--- src/rtl/fprqm_pkg.sv ---
// fprqm_pkg: shared constants for the fixed-point requantize multiply unit
// register indexes, rounding mode codes and rounding constants
// no dependencies
package fprqm_pkg;

   localparam int unsigned DATA_W  = 32;
   localparam int unsigned PROD_W  = 64;
   localparam int unsigned EXP_W   = 6;
   localparam int unsigned SHAMT_W = 5;
   localparam int unsigned MODE_W  = 2;
   localparam int unsigned INDEX_W = 2;

   localparam logic [INDEX_W-1:0] REG_SIGNIFICAND = 2'd0;
   localparam logic [INDEX_W-1:0] REG_EXPONENT    = 2'd1;
   localparam logic [INDEX_W-1:0] REG_ROUNDING    = 2'd2;

   localparam logic [MODE_W-1:0] MODE_UPWARD    = 2'd0;
   localparam logic [MODE_W-1:0] MODE_NEAREST   = 2'd1;
   localparam logic [MODE_W-1:0] MODE_HIGH_HALF = 2'd2;

   localparam logic [PROD_W-1:0] NUDGE_POS   = 64'h0000_0000_4000_0000;
   localparam logic [PROD_W-1:0] NUDGE_NEG   = 64'hFFFF_FFFF_C000_0001;
   localparam logic [PROD_W-1:0] TRUNC_BIAS  = 64'h0000_0000_7FFF_FFFF;
   localparam logic [PROD_W-1:0] SAT_PRODUCT = 64'h4000_0000_0000_0000;
   localparam logic [DATA_W-1:0] INT_MIN     = 32'h8000_0000;
   localparam logic [DATA_W-1:0] INT_MAX     = 32'h7FFF_FFFF;
   localparam logic [DATA_W-1:0] ALL_ONES    = 32'hFFFF_FFFF;
   localparam logic [EXP_W-1:0]  BASE_SHIFT  = 6'd31;
   localparam logic [EXP_W-1:0]  HALF_SHIFT  = 6'd30;
   localparam logic [EXP_W-1:0]  FULL_SHIFT  = 6'd32;

endpackage

--- src/rtl/fixed_point_requantize_multiply_unit.sv ---
// fixed_point_requantize_multiply_unit: six-stage requantizing multiplier
// multiply by a q31 significand, power-of-two scaling and three rounding modes
// depends on fprqm_pkg
//
//   channel   handshake               payload
//   request   start, busy             req_in_value
//   result    rsp_strobe              rsp_out_value
//   csr       csr_valid, csr_ready    csr_index, csr_wdata
//
// one request per cycle, each result passing through the stages in order:
// capture, 32x32 multiply, left shift, 64-bit rounding add,
// 64-bit right shift, 32-bit rounding shift
// busy is always low and csr_ready always high
// reset clears the valid bits and the configuration registers
module fixed_point_requantize_multiply_unit (
   input  logic                                  clock,
   input  logic                                  reset,
   input  logic                                  start,
   output logic                                  busy,
   input  logic signed [fprqm_pkg::DATA_W-1:0]   req_in_value,
   output logic                                  rsp_strobe,
   output logic signed [fprqm_pkg::DATA_W-1:0]   rsp_out_value,
   input  logic                                  csr_valid,
   output logic                                  csr_ready,
   input  logic        [fprqm_pkg::INDEX_W-1:0]  csr_index,
   input  logic        [fprqm_pkg::DATA_W-1:0]   csr_wdata
);

   // configuration
   logic signed [fprqm_pkg::DATA_W-1:0] sig_ff;
   logic        [fprqm_pkg::EXP_W-1:0]  exp_ff;
   logic        [fprqm_pkg::MODE_W-1:0] mode_ff;

   logic                                 exp_pos;
   logic        [fprqm_pkg::SHAMT_W-1:0] lsh;
   logic        [fprqm_pkg::EXP_W-1:0]   rsh;
   logic        [fprqm_pkg::EXP_W-1:0]   tsh;
   logic                                 high_half;
   logic                                 nearest;

   // pipeline
   logic                                 a_valid_ff, b_valid_ff, c_valid_ff;
   logic                                 d_valid_ff, e_valid_ff, rsp_strobe_ff;
   logic signed [fprqm_pkg::DATA_W-1:0]  a_x_ff;
   logic signed [fprqm_pkg::PROD_W-1:0]  b_prod_ff, b_prod_in;
   logic                                 b_sat_ff, b_sat_in;
   logic        [fprqm_pkg::PROD_W-1:0]  c_p_ff, c_p_in;
   logic                                 c_sat_ff;
   logic        [fprqm_pkg::PROD_W-1:0]  d_sum_ff, d_sum_in;
   logic                                 d_sat_ff;
   logic        [fprqm_pkg::DATA_W-1:0]  e_val_ff, e_val_in;
   logic        [fprqm_pkg::DATA_W-1:0]  rsp_value_ff, rsp_value_in;

   logic        [fprqm_pkg::PROD_W-1:0]  half64;
   logic        [fprqm_pkg::PROD_W-1:0]  rnd64;
   logic        [fprqm_pkg::PROD_W-1:0]  trunc64;
   logic signed [fprqm_pkg::PROD_W-1:0]  q64;
   logic signed [fprqm_pkg::PROD_W-1:0]  shr64;
   logic        [fprqm_pkg::SHAMT_W-1:0] rsh_m1;
   logic        [fprqm_pkg::DATA_W-1:0]  half32;
   logic        [fprqm_pkg::DATA_W-1:0]  rnd32;
   logic signed [fprqm_pkg::DATA_W-1:0]  sum32;

   assign busy          = 1'b0;
   assign csr_ready     = 1'b1;
   assign rsp_strobe    = rsp_strobe_ff;
   assign rsp_out_value = rsp_value_ff;

   assign exp_pos   = !exp_ff[fprqm_pkg::EXP_W-1] && (exp_ff != '0);
   assign lsh       = exp_pos ? exp_ff[fprqm_pkg::SHAMT_W-1:0] : '0;
   assign rsh       = exp_pos ? '0 : (~exp_ff + 6'd1);
   assign tsh       = fprqm_pkg::BASE_SHIFT + rsh;
   assign high_half = (mode_ff == fprqm_pkg::MODE_HIGH_HALF);
   assign nearest   = (mode_ff == fprqm_pkg::MODE_NEAREST);

   always_ff @(posedge clock) begin
      if (reset) begin
         sig_ff  <= '0;
         exp_ff  <= '0;
         mode_ff <= fprqm_pkg::MODE_UPWARD;
      end else if (csr_valid && csr_ready) begin
         case (csr_index)
            fprqm_pkg::REG_SIGNIFICAND: sig_ff  <= csr_wdata;
            fprqm_pkg::REG_EXPONENT:    exp_ff  <= csr_wdata[fprqm_pkg::EXP_W-1:0];
            fprqm_pkg::REG_ROUNDING:    mode_ff <= csr_wdata[fprqm_pkg::MODE_W-1:0];
            default: ;
         endcase
      end
   end

   // stage b: multiply and saturation detect on the scaled input
   always_comb begin
      b_prod_in = a_x_ff * sig_ff;
      b_sat_in  = (sig_ff == fprqm_pkg::INT_MIN) &&
                  (a_x_ff == (fprqm_pkg::ALL_ONES << (5'd31 - lsh)));
   end

   // stage c: left scaling
   assign c_p_in = b_prod_ff << lsh;

   // stage d: rounding offset
   always_comb begin
      half64 = 64'd1 << (fprqm_pkg::HALF_SHIFT + rsh);
      if (high_half) begin
         rnd64 = c_p_ff[fprqm_pkg::PROD_W-1] ? fprqm_pkg::NUDGE_NEG : fprqm_pkg::NUDGE_POS;
      end else if (nearest && c_p_ff[fprqm_pkg::PROD_W-1]) begin
         rnd64 = half64 - 64'd1;
      end else begin
         rnd64 = half64;
      end
      d_sum_in = c_p_ff + rnd64;
   end

   // stage e: high half or final right shift
   always_comb begin
      trunc64 = d_sum_ff[fprqm_pkg::PROD_W-1] ? (d_sum_ff + fprqm_pkg::TRUNC_BIAS) : d_sum_ff;
      q64     = $signed(trunc64) >>> 31;
      shr64   = $signed(d_sum_ff) >>> tsh;
      if (high_half) begin
         e_val_in = d_sat_ff ? fprqm_pkg::INT_MAX : q64[fprqm_pkg::DATA_W-1:0];
      end else begin
         e_val_in = shr64[fprqm_pkg::DATA_W-1:0];
      end
   end

   // stage f: rounding right shift in 32 bits
   always_comb begin
      rsh_m1 = 5'(rsh - 6'd1);
      half32 = 32'd1 << rsh_m1;
      rnd32  = e_val_ff[fprqm_pkg::DATA_W-1] ? (half32 - 32'd1) : half32;
      sum32  = e_val_ff + rnd32;
      if (!high_half || (rsh == '0)) begin
         rsp_value_in = e_val_ff;
      end else if (rsh >= fprqm_pkg::FULL_SHIFT) begin
         rsp_value_in = {fprqm_pkg::DATA_W{sum32[fprqm_pkg::DATA_W-1]}};
      end else begin
         rsp_value_in = sum32 >>> rsh[fprqm_pkg::SHAMT_W-1:0];
      end
   end

   always_ff @(posedge clock) begin
      if (reset) begin
         a_valid_ff    <= 1'b0;
         b_valid_ff    <= 1'b0;
         c_valid_ff    <= 1'b0;
         d_valid_ff    <= 1'b0;
         e_valid_ff    <= 1'b0;
         rsp_strobe_ff <= 1'b0;
      end else begin
         a_valid_ff    <= start && !busy;
         b_valid_ff    <= a_valid_ff;
         c_valid_ff    <= b_valid_ff;
         d_valid_ff    <= c_valid_ff;
         e_valid_ff    <= d_valid_ff;
         rsp_strobe_ff <= e_valid_ff;
      end
   end

   always_ff @(posedge clock) begin
      a_x_ff       <= req_in_value;
      b_prod_ff    <= b_prod_in;
      b_sat_ff     <= b_sat_in;
      c_p_ff       <= c_p_in;
      c_sat_ff     <= b_sat_ff;
      d_sum_ff     <= d_sum_in;
      d_sat_ff     <= c_sat_ff;
      e_val_ff     <= e_val_in;
      rsp_value_ff <= rsp_value_in;
   end

`ifndef NO_ASSERTIONS
   a_result_follows_request : assert property (@(posedge clock) disable iff (reset)
      rsp_strobe |-> $past(start && !busy, 6))
      else $error("result without matching request");

   a_sat_product : assert property (@(posedge clock) disable iff (reset)
      c_valid_ff && c_sat_ff |-> (c_p_ff == fprqm_pkg::SAT_PRODUCT))
      else $error("saturation flag without saturating product");

   a_high_half_pass : assert property (@(posedge clock) disable iff (reset)
      e_valid_ff && high_half && (rsh == '0) |=> (rsp_out_value == $past(e_val_ff)))
      else $error("high half result altered without right shift");

   a_sat_output : assert property (@(posedge clock) disable iff (reset)
      d_valid_ff && d_sat_ff && high_half |=> (e_val_ff == fprqm_pkg::INT_MAX))
      else $error("saturated high half not clamped");
`endif

endmodule
--- config.mk ---
export PLATFORM = sky130hd
export DESIGN_NAME = fixed_point_requantize_multiply_unit
export DESIGN_NICKNAME = d
export VERILOG_FILES = /design/src/rtl/fprqm_pkg.sv /design/src/rtl/fixed_point_requantize_multiply_unit.sv
export SDC_FILE = /design/constraint.sdc
export NUM_CORES = 2
export LEC_CHECK = 0
export BUFFER_PORTS_ARGS = -buffer_cell sky130_fd_sc_hd__buf_2
export CAP_MARGIN = 20
export CORE_MARGIN = 4
export CORE_UTILIZATION = 57
export CTS_CLUSTER_SIZE = 8
export DETAILED_ROUTE_END_ITERATION = 8
export PLACE_DENSITY_LB_ADDON = 0.25
export SETUP_SLACK_MARGIN = 0.5
export SYNTH_ARGS = -nofsm -noshare
export SYNTH_HDL_FRONTEND = slang
export SYNTH_SLANG_ARGS = --single-unit
export TNS_END_PERCENT = 20
--- constraint.sdc ---
create_clock -name clock -period 9.35 [get_ports clock]
set_input_delay 1.4025 -clock clock [delete_from_list [all_inputs] [get_ports clock]]
set_output_delay 1.4025 -clock clock [all_outputs]
set_load 0.02 [all_outputs]
==> results.py <==
metrics = {
    "synth": {
        "ys_top_cells_by_count": "1245 x nand2_1, 1084 x fa_1, 1073 x inv_1, 425 x a21oi_1, 425 x clkbuf_1",
        "synth_area_leader_cell": "fa_1",
        "synth_most_common_cell": "nand2_1",
        "avgSynthCellArea_um2": 8.31,
        "synth_area_um2": 62600,
        "yosys_warnings": 0,
        "yosys_most_used_dff": "dfxtp_1",
        "synthArstFlopShare": 0,
        "synth_nets": 8980,
        "synth.top_cell.area_share": 0.347,
        "synth-seq-cells": 337,
        "ys_types": 105,
        "seq_area_frac_synth": 0.108,
        "synthCells": 7536,
        "netlist_top_cells_area": "fa_1 35%, dfxtp_1 11%, nand2_1 7.5%",
        "synth_edf_count": 0,
    },
    "min_path": {
        "hold_class": "register to register",
        "whs_endpoint": "c_sat_ff",
        "worstHoldPathCells": 0,
        "worstHoldStart": "b_sat_ff",
    },
    "setup_path": {
        "cp-startpoint": "a_x_ff[3]",
        "timing.rr.start": "a_x_ff[3]",
        "r2r_slack_ns": 0.79,
        "cp-end-kind": "register",
        "worstPathArrival_ns": 9.08,
        "critPathRequiredTime_ns": 9.87,
        "r2r_end": "b_prod_ff[62]",
        "critPathLaunchType": "register",
        "crit_type": "register to register",
        "r2r.worst_path.cells": 26,
        "crit_fanout": 21,
    },
    "clock_tree": {
        "ctsHoldBuffers": 0,
        "cts_tree": "built",
        "clock_path_buffers": 3,
        "post_cts_resized": 0,
        "postCtsSetupBuffers": 0,
        "cts_sinks": 337,
        "cts-buffers-inserted": 50,
        "clock_latency_ns": 0.66,
        "clk_pin_slew_ns": 0.06,
        "h-tree-depth": 2,
        "cts-root-buf": "clkbuf_16",
    },
    "global_routing": {
        "first_global_vias": 55400,
        "gr-usage-all-layers": 0.363,
        "grt_max_degree": 62,
        "antenna_found_initial": 4,
        "grt_overflow": 0,
        "grt_first_pass_wirelength_um": 327000,
    },
    "placement": {
        "numPlacedInstances": 8768,
        "hpwlAfterDp_um": 169000,
        "place.port_buffers": 102,
        "place.gp.congestion": 1.02,
    },
    "timing": {
        "clock_skew_ns": 0.0369,
        "min_period_ns": 8.56,
        "drv_slew": 0,
        "fmaxAchievable_mhz": 117,
        "worst_pin_slew_ns": 1.16,
        "hold_viol_final": 0,
        "rsz0062_at_grt": "true",
        "relSlewSlack": 0.228,
        "finalSetupViolCount": 0,
        "finalCritPeriodShare": 0.916,
        "setup_tns_ns": 0,
    },
    "route": {
        "viasPerCell": 6.10,
        "wirelength_um": 208000,
        "ant_nets": 0,
        "vias": 53900,
        "wire_per_inst_um": 23.6,
        "first_pass_iters": 6,
        "drc": 0,
        "drtIter0Drc": 5558,
    },
    "finish": {
        "fin_nets": 8853,
        "multiInputGateArea_um2": 50100,
        "nFillCells": 9777,
        "drive_gt1_frac": 0.0643,
        "fin_cells": 8839,
        "seq_area_um2": 6780,
        "syn_to_final_growth_pct": 5.72,
    },
    "die": {
        "ios": 105,
        "rows": 121,
        "core_area_um2": 109000,
        "die_w_um": 339,
        "dieArea_um2": 115000,
        "start_util": 0.574,
        "die_h_um": 339,
    },
    "run_status": {
        "status": "finished clean",
    },
    "power_and_ir_drop": {
        "powerDensity_nw_per_um2": 214,
        "peakVddDrop_uv": 178,
        "p_total_mw": 14.2,
        "leakagePower_nw": 32.3,
    },
    "job": {
        "maxCapViolations": 0,
    },
}
[layer usage]
metal	part of all wire	vias up	track usage
met5	0.00025	-	0.00333
met2	0.44	2822	0.561
met1	0.41	26800	0.504
met3	0.10	516	0.0780
li1	-	23800	-
met4	0.043	3	0.134
[state kept, by name, summed over array words and instances, names as in the netlist, 2 cells and up]
| name | flops |
|---|---|
| a_x_ff | 32 |
| b_prod_ff | 64 |
| c_p_ff | 64 |
| d_sum_ff | 64 |
| e_val_ff | 32 |
| exp_ff | 6 |
| mode_ff | 2 |
| rsp_out_value | 32 |
| sig_ff | 32 |
[worst max path at each step]
stage	to	slack (ns)	cells after the start
2_1_floorplan	rsp_out_value[23]	0.73	39
3_3_place_gp	b_prod_ff[61]	0.71	29
3_5_place_dp	b_prod_ff[61]	0.62	29
4_1_cts	b_prod_ff[61]	0.56	29
5_1_grt	rsp_out_value[19]	0.39	31
6_report	b_prod_ff[62]	0.79	26
[cell type report]
type | count | share of cell area
Sequential cell | 337 | 0.102
Antenna cell | 5 | 0.000189
Tap cell | 1414 | 0.0267
Multi-Input combinational cell | 5634 | 0.756
Inverter | 1077 | 0.0611
Timing Repair Buffer | 309 | 0.0321
Clock inverter | 7 | 0.00132
Clock buffer | 56 | 0.0197
[power breakdown]
part	internal [mW]	switching, mW
sequential	2.02	0.606
combinational	3.64	6.22
clock	0.976	0.744
[placed cells by master, fill, tap and decap left out, types with 89 or more instances in the layout]
| cell type | synthesis | layout |
|---|---|---|
| fa_1 | 1084 | 1084 |
| mux2i_1 | 360 | 360 |
| nand2_1 | 1245 | 1242 |
| ha_1 | 290 | 289 |
| a21o_1 | 108 | 108 |
| xnor2_1 | 150 | 149 |
| dfxtp_1 | 337 | 315 |
| nand3_1 | 89 | 89 |
| inv_1 | 1073 | 1072 |
| o21ai_0 | 253 | 252 |
| and2_1 | 354 | 354 |
| buf_4 | 4 | 203 |
| buf_2 | 17 | 102 |
| a21oi_1 | 425 | 424 |
| nor2_1 | 379 | 376 |
[critical path, stage by stage, from the launching register on]
cell and delay, ns:
dfxtp_1 1.08, buf_4 0.38, nand2_1 0.09, fa_1 0.41, fa_1 0.43, fa_1 0.52
inv_1 0.06, fa_1 0.44, ha_1 0.31, ha_1 0.28, inv_1 0.06, fa_1 0.48
inv_1 0.05, fa_1 0.45, ha_1 0.22, or3_1 0.40, o22ai_1 0.34, a21oi_1 0.30
a31oi_1 0.44, o21a_1 0.29, o21a_1 0.24, o41ai_1 0.11, buf_4 0.16, a211o_1 0.27
a31oi_1 0.31, o21ai_0 0.15, xnor2_1 0.13
[kinds of logic after synthesis]
kind of cell,share of synthesized area
AO/OA/AOI/OAI,0.124
XOR/XNOR,0.0331
adder cells (fa/ha/maj),0.405
buffers and inverters,0.0945
flip-flops,0.108
multiplexers,0.0608
other,0.000120
AND/OR/NAND/NOR,0.175
[stage by stage]
step	instance area, um^2	util	setup WS, ns	hold slack [ns]
final	66200	0.607	0.787	0.359
after global routing	66200	0.607	0.391	0.360
after floorplan	62600	-	0.730	0.310
after detailed placement	64700	0.593	0.616	0.341
after global placement	64700	0.593	0.706	0.321
after CTS	66100	0.606	0.557	0.357
(Power assumes the default switching activity.)
